**src/lcf_pkg.sv**
```systemverilog
// Shared types, constants and color tables for the LED color text frame encoder.
`timescale 1ns / 1ps
`default_nettype none
package lcf_pkg;

    localparam int LCF_LED_LIMIT   = 32;
    localparam int LCF_QUEUE_DEPTH = 4;

    localparam logic [7:0] LED_HEADER = 8'hE0;
    localparam logic [7:0] END_BYTE   = 8'hFF;
    localparam logic [7:0] START_BYTE = 8'h00;
    localparam logic [4:0] BRIGHT_MAX = 5'd31;
    localparam logic [7:0] BRIGHT_SAT = 8'd32;

    typedef enum logic [4:0] {
        MODE_IDLE   = 5'b00001,
        MODE_NAME   = 5'b00010,
        MODE_ZERO   = 5'b00100,
        MODE_HEX    = 5'b01000,
        MODE_BRIGHT = 5'b10000
    } t_mode;

    typedef enum logic [6:0] {
        HX_START    = 7'b0000001,
        HX_PLUS     = 7'b0000010,
        HX_LEAD0    = 7'b0000100,
        HX_PREFIX   = 7'b0001000,
        HX_DIGITS   = 7'b0010000,
        HX_BAD      = 7'b0100000,
        HX_RESOLVED = 7'b1000000
    } t_hex;

    typedef enum logic [3:0] {
        BR_START  = 4'b0001,
        BR_PLUS   = 4'b0010,
        BR_DIGITS = 4'b0100,
        BR_BAD    = 4'b1000
    } t_bright;

    typedef enum logic [2:0] {
        SEG_START = 3'b001,
        SEG_LED   = 3'b010,
        SEG_END   = 3'b100
    } t_seg;

    // One request from the front end: which byte groups to send and their payload.
    typedef struct packed {
        logic        start;
        logic        led;
        logic        fin;
        logic        err;
        logic [4:0]  bright;
        logic [23:0] rgb;
        logic [5:0]  count;
    } t_cmd;

    // Color names are stored with the first character in the highest used byte.
    function automatic logic [63:0] color_row(input logic [2:0] idx);
        logic [63:0] row;
        case (idx)
            3'd0:    row = 64'("red");
            3'd1:    row = 64'("green");
            3'd2:    row = 64'("blue");
            3'd3:    row = 64'("yellow");
            3'd4:    row = 64'("cyan");
            3'd5:    row = 64'("magenta");
            3'd6:    row = 64'("white");
            default: row = 64'("black");
        endcase
        return row;
    endfunction

    function automatic logic [3:0] color_len(input logic [2:0] idx);
        logic [3:0] len;
        case (idx)
            3'd0:    len = 4'd3;
            3'd1:    len = 4'd5;
            3'd2:    len = 4'd4;
            3'd3:    len = 4'd6;
            3'd4:    len = 4'd4;
            3'd5:    len = 4'd7;
            3'd6:    len = 4'd5;
            default: len = 4'd5;
        endcase
        return len;
    endfunction

    function automatic logic [23:0] color_rgb(input logic [2:0] idx);
        logic [23:0] rgb;
        case (idx)
            3'd0:    rgb = 24'hFF0000;
            3'd1:    rgb = 24'h00FF00;
            3'd2:    rgb = 24'h0000FF;
            3'd3:    rgb = 24'hFFFF00;
            3'd4:    rgb = 24'h00FFFF;
            3'd5:    rgb = 24'hFF00FF;
            3'd6:    rgb = 24'hFFFFFF;
            default: rgb = 24'h000000;
        endcase
        return rgb;
    endfunction

endpackage
`default_nettype wire

```
**src/led_color_text_to_spi_frame_core.sv**
```systemverilog
// Throughput: one character accepted per cycle while the 4-entry request queue has room.
// Output: one frame byte per cycle while m_axis_tready holds the output free.
// The byte sequencer sets the sustained rate (up to 12 bytes for one character).
// A request's first byte passes the request queue and then the output register after its character is accepted.
// Reset: synchronous, active low; clears token state, LED count, queue and output valid.
`timescale 1ns / 1ps
`default_nettype none
module led_color_text_to_spi_frame_core #(
    parameter int MAX_LED_COUNT = lcf_pkg::LCF_LED_LIMIT
) (
    input  wire logic        i_clk,
    input  wire logic        i_rst_n,
    input  wire logic        s_axis_tvalid,
    output logic             s_axis_tready,
    input  wire logic [7:0]  s_axis_tdata,   // [7:0] character
    input  wire logic        s_axis_tlast,
    output logic             m_axis_tvalid,
    input  wire logic        m_axis_tready,
    output logic [15:0]      m_axis_tdata,   // [7:0] frame_byte, [13:8] led_total, rest zero
    output logic             m_axis_tlast,
    output logic             m_axis_tuser    // [0] no_led_error
);
    import lcf_pkg::*;

    logic       accept;
    logic       push;
    t_cmd       push_cmd;
    logic       q_full;
    logic       q_valid;
    t_cmd       q_cmd;
    logic       q_pop;
    logic [7:0] out_byte;
    logic [5:0] out_total;

    assign s_axis_tready = !q_full;
    assign accept        = s_axis_tvalid && !q_full;

    lcf_front #(
        .MAX_LED_COUNT(MAX_LED_COUNT)
    ) u_front (
        .i_clk    (i_clk),
        .i_rst_n  (i_rst_n),
        .i_accept (accept),
        .i_char   (s_axis_tdata),
        .i_last   (s_axis_tlast),
        .o_push   (push),
        .o_cmd    (push_cmd)
    );

    lcf_queue u_queue (
        .i_clk   (i_clk),
        .i_rst_n (i_rst_n),
        .i_push  (push),
        .i_cmd   (push_cmd),
        .i_pop   (q_pop),
        .o_full  (q_full),
        .o_valid (q_valid),
        .o_cmd   (q_cmd)
    );

    lcf_back #(
        .MAX_LED_COUNT(MAX_LED_COUNT)
    ) u_back (
        .i_clk     (i_clk),
        .i_rst_n   (i_rst_n),
        .i_q_valid (q_valid),
        .i_q_cmd   (q_cmd),
        .o_q_pop   (q_pop),
        .o_valid   (m_axis_tvalid),
        .i_ready   (m_axis_tready),
        .o_byte    (out_byte),
        .o_end     (m_axis_tlast),
        .o_err     (m_axis_tuser),
        .o_total   (out_total)
    );

    assign m_axis_tdata = {2'b00, out_total, out_byte};

endmodule
`default_nettype wire

```
**src/lcf_front.sv**
```systemverilog
// Front end: tokenizes the color text and turns it into frame requests.
`timescale 1ns / 1ps
`default_nettype none
module lcf_front #(
    parameter int MAX_LED_COUNT = lcf_pkg::LCF_LED_LIMIT
) (
    input  wire logic        i_clk,
    input  wire logic        i_rst_n,
    input  wire logic        i_accept,
    input  wire logic [7:0]  i_char,
    input  wire logic        i_last,
    output logic             o_push,
    output lcf_pkg::t_cmd    o_cmd
);
    import lcf_pkg::*;

    localparam int LW = $clog2(MAX_LED_COUNT + 1);

    logic          r_start_sent, n_start_sent;
    logic [LW-1:0] r_leds, n_leds;
    t_mode         r_mode, n_mode;
    logic [3:0]    r_pos, n_pos;
    logic [7:0]    r_cand, n_cand;
    logic [31:0]   r_hacc, n_hacc;
    t_hex          r_hst, n_hst;
    logic [7:0]    r_bacc, n_bacc;
    t_bright       r_bst, n_bst;
    t_cmd          n_cmd;

    function automatic logic [4:0] hex_digit(input logic [7:0] c);
        logic [4:0] r;
        if (c >= "0" && c <= "9") begin
            r = {1'b1, 4'(c - "0")};
        end else if (c >= "a" && c <= "f") begin
            r = {1'b1, 4'(c - "a" + 8'd10)};
        end else if (c >= "A" && c <= "F") begin
            r = {1'b1, 4'(c - "A" + 8'd10)};
        end else begin
            r = 5'd0;
        end
        return r;
    endfunction

    // Returns {ok, rgb} for the color part of the current token.
    function automatic logic [24:0] resolve(input t_mode mode, input logic [7:0] cand,
                                            input logic [3:0] pos, input t_hex hst,
                                            input logic [31:0] hacc);
        logic        ok;
        logic [23:0] rgb;
        ok  = 1'b0;
        rgb = 24'd0;
        if (mode == MODE_NAME) begin
            for (int i = 0; i < 8; i++) begin
                if (!ok && cand[i] && color_len(3'(i)) == pos) begin
                    ok  = 1'b1;
                    rgb = color_rgb(3'(i));
                end
            end
        end else if (mode == MODE_HEX) begin
            if (hst == HX_LEAD0 || hst == HX_DIGITS) begin
                ok  = 1'b1;
                rgb = hacc[23:0];
            end
        end
        return {ok, rgb};
    endfunction

    always_comb begin
        logic          delim;
        logic [7:0]    lc;
        logic [4:0]    hd;
        logic          dig;
        logic [9:0]    bv;
        logic [24:0]   res;
        logic [3:0]    len;
        logic [2:0]    bidx;
        logic [63:0]   row;
        logic [4:0]    bright;
        logic [LW+5:0] cnt_ext;

        n_start_sent = r_start_sent;
        n_leds       = r_leds;
        n_mode       = r_mode;
        n_pos        = r_pos;
        n_cand       = r_cand;
        n_hacc       = r_hacc;
        n_hst        = r_hst;
        n_bacc       = r_bacc;
        n_bst        = r_bst;
        n_cmd        = '0;
        bright       = BRIGHT_MAX;

        delim = (i_char == " ") || (i_char == "\t") || (i_char == "\n");
        lc    = (i_char >= "A" && i_char <= "Z") ? i_char + 8'd32 : i_char;
        hd    = hex_digit(i_char);
        dig   = (i_char >= "0" && i_char <= "9");
        bv    = '0;
        res   = '0;
        len   = '0;
        bidx  = '0;
        row   = '0;

        if (!r_start_sent) begin
            n_cmd.start  = 1'b1;
            n_start_sent = 1'b1;
        end

        // Feed a non-delimiter character into the token state.
        if (!delim) begin
            if (n_mode == MODE_IDLE) begin
                if (i_char == "#") begin
                    n_mode = MODE_HEX;
                end else if (i_char == "0") begin
                    n_mode = MODE_ZERO;
                    n_pos  = 4'd1;
                    n_cand = 8'd0;
                end else begin
                    n_mode = MODE_NAME;
                end
                lc = (n_mode == MODE_NAME) ? lc : lc;
            end
            if (r_mode == MODE_IDLE && n_mode != MODE_NAME) begin
                // The opening '#' or '0' of a token is fully consumed above.
            end else if (n_mode == MODE_BRIGHT) begin
                if (n_bst == BR_START && i_char == "+") begin
                    n_bst = BR_PLUS;
                end else if (dig && (n_bst == BR_START || n_bst == BR_PLUS)) begin
                    n_bacc = i_char - "0";
                    n_bst  = BR_DIGITS;
                end else if (dig && n_bst == BR_DIGITS) begin
                    bv = ({2'b00, n_bacc} << 3) + ({2'b00, n_bacc} << 1)
                         + {2'b00, i_char - "0"};
                    n_bacc = (bv > {2'b00, BRIGHT_SAT}) ? BRIGHT_SAT : bv[7:0];
                end else begin
                    n_bst = BR_BAD;
                end
            end else if (i_char == ":") begin
                res    = resolve(n_mode, n_cand, n_pos, n_hst, n_hacc);
                n_hacc = {8'd0, res[23:0]};
                n_hst  = res[24] ? HX_RESOLVED : HX_BAD;
                n_mode = MODE_BRIGHT;
            end else if (n_mode == MODE_ZERO) begin
                if (i_char == "x") begin
                    n_mode = MODE_HEX;
                    n_hst  = HX_START;
                end else begin
                    n_mode = MODE_NAME;
                    n_cand = 8'd0;
                end
            end else if (n_mode == MODE_HEX) begin
                unique case (n_hst)
                    HX_START, HX_PLUS: begin
                        if (i_char == "+" && n_hst == HX_START) begin
                            n_hst = HX_PLUS;
                        end else if (i_char == "0") begin
                            n_hacc = 32'd0;
                            n_hst  = HX_LEAD0;
                        end else if (hd[4]) begin
                            n_hacc = {28'd0, hd[3:0]};
                            n_hst  = HX_DIGITS;
                        end else begin
                            n_hst = HX_BAD;
                        end
                    end
                    HX_LEAD0: begin
                        if (i_char == "x" || i_char == "X") begin
                            n_hst = HX_PREFIX;
                        end else if (hd[4]) begin
                            n_hacc = {28'd0, hd[3:0]};
                            n_hst  = HX_DIGITS;
                        end else begin
                            n_hst = HX_BAD;
                        end
                    end
                    HX_PREFIX: begin
                        if (hd[4]) begin
                            n_hacc = {28'd0, hd[3:0]};
                            n_hst  = HX_DIGITS;
                        end else begin
                            n_hst = HX_BAD;
                        end
                    end
                    HX_DIGITS: begin
                        if (hd[4] && n_hacc[31:28] == 4'd0) begin
                            n_hacc = {n_hacc[27:0], hd[3:0]};
                        end else begin
                            n_hst = HX_BAD;
                        end
                    end
                    default: begin
                        n_hst = HX_BAD;
                    end
                endcase
            end else begin
                for (int i = 0; i < 8; i++) begin
                    len  = color_len(3'(i));
                    row  = color_row(3'(i));
                    bidx = 3'(len - 4'd1 - n_pos);
                    if (n_pos >= len || row[{bidx, 3'b000} +: 8] != lc) begin
                        n_cand[i] = 1'b0;
                    end
                end
                if (n_pos != 4'd15) begin
                    n_pos = n_pos + 4'd1;
                end
            end
        end

        // A delimiter or the final character closes the open token.
        if ((delim || i_last) && n_mode != MODE_IDLE) begin
            if (n_mode == MODE_BRIGHT) begin
                if (n_bst == BR_DIGITS && n_bacc <= {3'd0, BRIGHT_MAX}) begin
                    bright = n_bacc[4:0];
                end
            end else begin
                res    = resolve(n_mode, n_cand, n_pos, n_hst, n_hacc);
                n_hacc = {8'd0, res[23:0]};
                n_hst  = res[24] ? HX_RESOLVED : HX_BAD;
            end
            if (n_hst == HX_RESOLVED && n_leds < LW'(MAX_LED_COUNT)) begin
                n_leds       = n_leds + 1'b1;
                n_cmd.led    = 1'b1;
                n_cmd.bright = bright;
                n_cmd.rgb    = n_hacc[23:0];
            end
            n_mode = MODE_IDLE;
            n_pos  = 4'd0;
            n_cand = 8'hFF;
            n_hacc = 32'd0;
            n_hst  = HX_START;
            n_bacc = {3'd0, BRIGHT_MAX};
            n_bst  = BR_START;
        end

        cnt_ext     = {6'd0, n_leds};
        n_cmd.count = cnt_ext[5:0];

        if (i_last) begin
            n_cmd.fin    = 1'b1;
            n_cmd.err    = (n_leds == '0);
            n_start_sent = 1'b0;
            n_leds       = '0;
        end
    end

    always_ff @(posedge i_clk) begin
        if (!i_rst_n) begin
            r_start_sent <= 1'b0;
            r_leds       <= '0;
            r_mode       <= MODE_IDLE;
            r_pos        <= 4'd0;
            r_cand       <= 8'hFF;
            r_hacc       <= 32'd0;
            r_hst        <= HX_START;
            r_bacc       <= {3'd0, BRIGHT_MAX};
            r_bst        <= BR_START;
        end else if (i_accept) begin
            r_start_sent <= n_start_sent;
            r_leds       <= n_leds;
            r_mode       <= n_mode;
            r_pos        <= n_pos;
            r_cand       <= n_cand;
            r_hacc       <= n_hacc;
            r_hst        <= n_hst;
            r_bacc       <= n_bacc;
            r_bst        <= n_bst;
        end
    end

    assign o_push = i_accept && (n_cmd.start || n_cmd.led || n_cmd.fin);
    assign o_cmd  = n_cmd;

endmodule
`default_nettype wire

```
**src/lcf_queue.sv**
```systemverilog
// Short request queue between the tokenizer and the byte sequencer.
`timescale 1ns / 1ps
`default_nettype none
module lcf_queue (
    input  wire logic        i_clk,
    input  wire logic        i_rst_n,
    input  wire logic        i_push,
    input  lcf_pkg::t_cmd    i_cmd,
    input  wire logic        i_pop,
    output logic             o_full,
    output logic             o_valid,
    output lcf_pkg::t_cmd    o_cmd
);
    import lcf_pkg::*;

    localparam int AW = $clog2(LCF_QUEUE_DEPTH);
    localparam int CW = $clog2(LCF_QUEUE_DEPTH + 1);

    t_cmd          r_mem [LCF_QUEUE_DEPTH];
    logic [AW-1:0] r_wr, r_rd;
    logic [CW-1:0] r_cnt;

    always_ff @(posedge i_clk) begin
        if (i_push) begin
            r_mem[r_wr] <= i_cmd;
        end
    end

    always_ff @(posedge i_clk) begin
        if (!i_rst_n) begin
            r_wr  <= '0;
            r_rd  <= '0;
            r_cnt <= '0;
        end else begin
            if (i_push) begin
                r_wr <= (r_wr == AW'(LCF_QUEUE_DEPTH - 1)) ? '0 : r_wr + 1'b1;
            end
            if (i_pop) begin
                r_rd <= (r_rd == AW'(LCF_QUEUE_DEPTH - 1)) ? '0 : r_rd + 1'b1;
            end
            if (i_push && !i_pop) begin
                r_cnt <= r_cnt + 1'b1;
            end else if (!i_push && i_pop) begin
                r_cnt <= r_cnt - 1'b1;
            end
        end
    end

    assign o_full  = (r_cnt == CW'(LCF_QUEUE_DEPTH));
    assign o_valid = (r_cnt != '0);
    assign o_cmd   = r_mem[r_rd];

endmodule
`default_nettype wire

```
**src/lcf_back.sv**
```systemverilog
// Back end: expands each request into start, LED and end bytes on a registered output.
`timescale 1ns / 1ps
`default_nettype none
module lcf_back #(
    parameter int MAX_LED_COUNT = lcf_pkg::LCF_LED_LIMIT
) (
    input  wire logic        i_clk,
    input  wire logic        i_rst_n,
    input  wire logic        i_q_valid,
    input  lcf_pkg::t_cmd    i_q_cmd,
    output logic             o_q_pop,
    output logic             o_valid,
    input  wire logic        i_ready,
    output logic [7:0]       o_byte,
    output logic             o_end,
    output logic             o_err,
    output logic [5:0]       o_total
);
    import lcf_pkg::*;

    logic       r_busy;
    t_cmd       r_cmd;
    t_seg       r_seg;
    logic [1:0] r_idx;

    logic       r_valid;
    logic [7:0] r_byte;
    logic       r_end;
    logic       r_err;
    logic [5:0] r_total;

    t_cmd       cur_cmd;
    t_seg       cur_seg;
    logic [1:0] cur_idx;
    logic       load;
    logic       more;
    t_seg       nxt_seg;
    logic [7:0] b_data;
    logic       b_end;
    logic       b_err;
    logic [5:0] b_total;

    always_comb begin
        cur_cmd = r_busy ? r_cmd : i_q_cmd;
        cur_idx = r_busy ? r_idx : 2'd0;
        if (r_busy) begin
            cur_seg = r_seg;
        end else if (i_q_cmd.start) begin
            cur_seg = SEG_START;
        end else if (i_q_cmd.led) begin
            cur_seg = SEG_LED;
        end else begin
            cur_seg = SEG_END;
        end

        load = (r_busy || i_q_valid) && (!r_valid || i_ready);

        more    = 1'b0;
        nxt_seg = SEG_END;
        unique case (cur_seg)
            SEG_START: begin
                b_data  = START_BYTE;
                b_end   = 1'b0;
                b_err   = 1'b0;
                b_total = 6'd0;
                more    = cur_cmd.led || cur_cmd.fin;
                nxt_seg = cur_cmd.led ? SEG_LED : SEG_END;
            end
            SEG_LED: begin
                case (cur_idx)
                    2'd0:    b_data = LED_HEADER | {3'd0, cur_cmd.bright};
                    2'd1:    b_data = cur_cmd.rgb[7:0];
                    2'd2:    b_data = cur_cmd.rgb[15:8];
                    default: b_data = cur_cmd.rgb[23:16];
                endcase
                b_end   = 1'b0;
                b_err   = 1'b0;
                b_total = cur_cmd.count;
                more    = cur_cmd.fin;
                nxt_seg = SEG_END;
            end
            default: begin
                b_data  = END_BYTE;
                b_end   = (cur_idx == 2'd3);
                b_err   = (cur_idx == 2'd3) && cur_cmd.err;
                b_total = cur_cmd.count;
            end
        endcase
    end

    assign o_q_pop = load && !r_busy;

    always_ff @(posedge i_clk) begin
        if (!i_rst_n) begin
            r_busy  <= 1'b0;
            r_valid <= 1'b0;
            r_seg   <= SEG_START;
            r_idx   <= 2'd0;
        end else begin
            if (load) begin
                r_valid <= 1'b1;
                if (cur_idx != 2'd3) begin
                    r_busy <= 1'b1;
                    r_seg  <= cur_seg;
                    r_idx  <= cur_idx + 2'd1;
                end else begin
                    r_busy <= more;
                    r_seg  <= nxt_seg;
                    r_idx  <= 2'd0;
                end
            end else if (i_ready) begin
                r_valid <= 1'b0;
            end
        end
    end

    always_ff @(posedge i_clk) begin
        if (load) begin
            r_cmd   <= cur_cmd;
            r_byte  <= b_data;
            r_end   <= b_end;
            r_err   <= b_err;
            r_total <= b_total;
        end
    end

    assign o_valid = r_valid;
    assign o_byte  = r_byte;
    assign o_end   = r_end;
    assign o_err   = r_err;
    assign o_total = r_total;

    a_err_on_end: assert property (@(posedge i_clk) disable iff (!i_rst_n)
        (r_valid && r_err) |-> r_end)
        else $error("error flag outside the last end byte");

    a_end_byte: assert property (@(posedge i_clk) disable iff (!i_rst_n)
        (r_valid && r_end) |-> (r_byte == END_BYTE))
        else $error("last frame byte is not an end byte");

    a_total_range: assert property (@(posedge i_clk) disable iff (!i_rst_n)
        r_valid |-> ((MAX_LED_COUNT > 63) || (int'(r_total) <= MAX_LED_COUNT)))
        else $error("LED count beyond its limit");

endmodule
`default_nettype wire
```
**config.mk**
```make
export PLATFORM = sky130hd
export DESIGN_NAME = led_color_text_to_spi_frame_core
export DESIGN_NICKNAME = d
export VERILOG_FILES = /design/src/lcf_pkg.sv /design/src/led_color_text_to_spi_frame_core.sv /design/src/lcf_front.sv /design/src/lcf_queue.sv /design/src/lcf_back.sv
export SDC_FILE = /design/constraint.sdc
export NUM_CORES = 1
export LEC_CHECK = 0
export BUFFER_PORTS_ARGS = -buffer_cell sky130_fd_sc_hd__buf_4
export CAP_MARGIN = 20
export CORE_UTILIZATION = 55
export CTS_CLUSTER_SIZE = 24
export DETAILED_ROUTE_END_ITERATION = 10
export PLACE_DENSITY = 0.74
export REMOVE_ABC_BUFFERS = 1
export SLEW_MARGIN = 20
export SYNTH_ARGS = -nofsm -noshare
export SYNTH_HDL_FRONTEND = slang
export SYNTH_SLANG_ARGS = --single-unit
```
**constraint.sdc**
```tcl
create_clock -name i_clk -period 8.3 [get_ports i_clk]
set_input_delay 2.49 -clock i_clk [delete_from_list [all_inputs] [get_ports i_clk]]
set_output_delay 2.49 -clock i_clk [all_outputs]
set_load 0.1 [all_outputs]
```
==> results.toml <==
[run_status]
outcome = "finished, final reports clean"

[final_layout]
multiInputGateArea_sq_um = 8260
final_nets = 1734
area_growth_pct = 10.2
nFillCells = 2468
n_antenna_cell = 0
post-route-util_pct = 61.5
register_area_sq_um = 8130
stdcell_area_sq_um = 18800
drive_above_1_share_pct = 13.9
finalNonFillerCells = 2084

[yosys]
yosys.area_share.simple_pct = 16.7
ys_types = 99
synth_seq_cells = 301
yosysSeqAreaShare_pct = 47.7
postSynthAreaPerCell_sq_um = 10.3
synthArstFlopShare_pct = 0
synth-compound-area-share_pct = 18.7
synth_top_family_by_area = "compound AO/OA/AOI/OAI gates"
synthAdderAreaFrac_pct = 4.50
synth_edf_count = 210
synth-xor-area-share_pct = 2.06
synth-main-ff-cell = "edfxtp_1"
syn_inst = 1659
muxShareOfSynthArea_pct = 6.32
ys_warn_count = 0
synthesis.area_sq_um = 17000

[floorplan]
die_w_um = 178
die_h_um = 178
fp-row-count = 64
placeableCoreArea_sq_um = 30500
die-area_sq_um = 31700
ios = 33
start_util_pct = 55.8

[timing]
max_freq_mhz = 128
setup_violations = 0
hold_viol = 0
period_minus_slack_ns = 7.81
drv_slew = 0
fin_skew_ns = 0.0163
timing.final.crit_share_pct = 94.1
tightest_slew_ns = 1.12
slew_headroom_pct = 25.3
rsz0062_at_grt = "no"
tns_ns = 0
fin_ws_ns = 0.488
whs_ns = 0.496

[global_routing]
track_usage_pct = 29.5
top_usage_layer = "met2"
grt_max_degree = 65
met2_usage_pct = 48.1
globalRouteMet1Util_pct = 40.1
antenna_found_initial = 0
grt_pass1_wl_um = 72900
grt_pass1_vias = 13100
grt.overflow.total = 0
use_met3_pct = 4.20

[worst_setup_path]
slowest_stage = "or4b_4"
crit_top_cell = "inv_1"
start_kind = "input port"
worst-path-max-fanout = 12
critPathKind = "in -> reg"
crit_required_ns = 8.61
cpPeakStageDelay_ns = 0.60
critPathArrivalTime_ns = 8.12
crit_chain = "buf_4 > inv_1 > ha_1 > nand4bb_1 > o211a_1 > nand2_1 > and2_1 > inv_1 > ha_1 > inv_1 > ha_1 > buf_4 > inv_1 > nor3_1 > a2111oi_0 > o211ai_1 > or4b_4 > a2111oi_4 > a31oi_1 > or3_1 > o21ai_1 > a21oi_1 > nor3_1"
end_kind = "flop"

[clock_tree]
post_cts_resized = 0
ctsHoldBuffers = 0
cts_buffers = 31
ctsLongestPathBuffers = 3
cts_sinks = 301
postCtsSetupBuffers = 0
clock-root-buffer = "clkbuf_16"
insertion_delay_ns = 0.57
htree_levels = 1
clk_pin_slew_ns = 0.06
cts_tree = "built"

[placement]
hpwlAfterDp_um = 32200
dpl_cell_area_sq_um = 17700
placed_cells = 2027
port_buffers = 30
gp_congestion = 1.07
dp_slack_ns = 0.0719

[flow_run]
cap_violations = 0

[route]
ant_nets = 0
routed_via_density = 6.59
first_pass_iters = 6
wire_per_inst_um = 22.2
vias = 13700
routed_wl_um = 46300
drc = 0
drtIter0Drc = 1559

[power]
ir_drop_v = 0.000166
power_density_nw_per_um2 = 285
p_leak_nw = 6.89
p_total_mw = 5.34

[hold_path]
min-delay-path-class = "reg -> reg"
[state kept, by name (all words and copies together), names as in the netlist, 5 cells and up, named ones only]
name	count
u_back.r_cmd	38
u_front.r_cand	8
u_front.r_hacc	32
u_front.r_leds	6
u_back.o_byte	8
u_back.o_total	6
u_queue.r_mem	156
u_front.r_hst	7
u_front.r_bacc	8
u_front.r_mode	5
[synthesized netlist by cell type (6+ instances only)]
master / number / share of area (%)
nand2_1: 203 / 4.5
or2_2: 14 / 0.51
o22ai_1: 7 / 0.26
o211ai_1: 14 / 0.62
nand4_1: 7 / 0.26
mux2_2: 6 / 0.40
nor3_1: 44 / 1.3
or4_1: 9 / 0.40
buf_2: 7 / 0.21
and3_1: 11 / 0.40
o2111ai_1: 9 / 0.46
xnor2_1: 25 / 1.3
mux4_2: 39 / 5.2
or3_1: 13 / 0.48
a22oi_1: 35 / 1.5
a222oi_1: 8 / 0.47
nor2_1: 143 / 3.2
nand3_1: 26 / 0.76
ha_1: 50 / 3.7
nand3b_1: 8 / 0.35
xor2_1: 15 / 0.77
inv_1: 65 / 1.4
a21o_1: 6 / 0.26
fa_1: 7 / 0.82
nor4_1: 14 / 0.51
clkbuf_1: 74 / 1.6
edfxtp_1: 210 / 37
o31ai_1: 7 / 0.31
and2_1: 23 / 0.85
o21ai_0: 81 / 2.4
dfxtp_1: 91 / 11
a31oi_1: 9 / 0.33
nor2b_1: 14 / 0.51
a21oi_1: 105 / 3.1
o21a_1: 12 / 0.53
nand2b_1: 15 / 0.55
a211oi_1: 17 / 0.75
buf_1: 22 / 0.49
mux2i_1: 13 / 0.76
a22o_1: 23 / 1.2
a221o_1: 7 / 0.41
a2bb2oi_1: 19 / 0.98
nor3b_1: 9 / 0.40
[final cells by class]
type,instances,share of cell area [%]
Timing Repair Buffer,79,3.29
Multi-Input combinational cell,1186,44.0
Clock inverter,23,1.13
Tap cell,396,2.64
Clock buffer,34,4.31
Inverter,65,1.30
Sequential cell,301,43.3
[cell usage in the layout (no fill, tap or decap), types with 23 or more instances in the layout]
cell	synthesis	final
a21oi_1	105	105
a22o_1	23	23
a22oi_1	35	35
buf_4	4	77
clkbuf_16	0	32
dfxtp_1	91	89
edfxtp_1	210	210
ha_1	50	50
inv_1	65	64
mux4_2	39	39
nand2_1	203	202
nand3_1	26	26
nor2_1	143	142
nor3_1	44	43
o21ai_0	81	81
xnor2_1	25	25
[routing by layer]
metal	part of all wire, %	vias up	wire, um
li1	-	6248	-
met1	42	6689	19400
met2	47	677	21800
met3	7.6	127	3540
met4	3.3	0	1540
met5	0	-	0
[cells by family after synthesis]
family / count (synthesis)
compound gates: 448
xor+xnor: 40
buf+inv: 173
other cells: 1
fa+ha+maj: 57
simple gates: 581
flops: 301
mux: 58
[path summary, 6_finish.rpt]
path                                                 startpoint                               to  slack (ns)  cells past startpoint
worst max-delay path                            s_axis_tdata[4]    u_queue.r_mem[2][7]$_DFFE_PP_        0.49                     23
worst min-delay path            u_front.r_hacc[24]$_SDFFE_PN0P_  u_front.r_hacc[28]$_SDFFE_PN0P_        0.50                      2
worst max register to register   u_front.r_mode[0]$_SDFFE_PN1P_    u_queue.r_mem[2][7]$_DFFE_PP_        2.19                     20
worst min register to register  u_front.r_hacc[24]$_SDFFE_PN0P_  u_front.r_hacc[28]$_SDFFE_PN0P_        0.50                      2
[where the power goes]
part	leakage [nW]	internal, mW	total, mW	switching (mW)
combinational	3.62	0.594	1.82	1.22
clock	0.509	0.777	1.39	0.610
sequential	2.77	1.99	2.14	0.144
[critical path: cells and delay by family]
kind | cells | cell delay [ns]
adders and majority gates | 3 | 0.66
and+or+nand+nor | 7 | 2.25
buffers and inverters | 6 | 0.77
AOI/OAI and AO/OA | 7 | 1.92
Power figures use the tool's default switching activity.
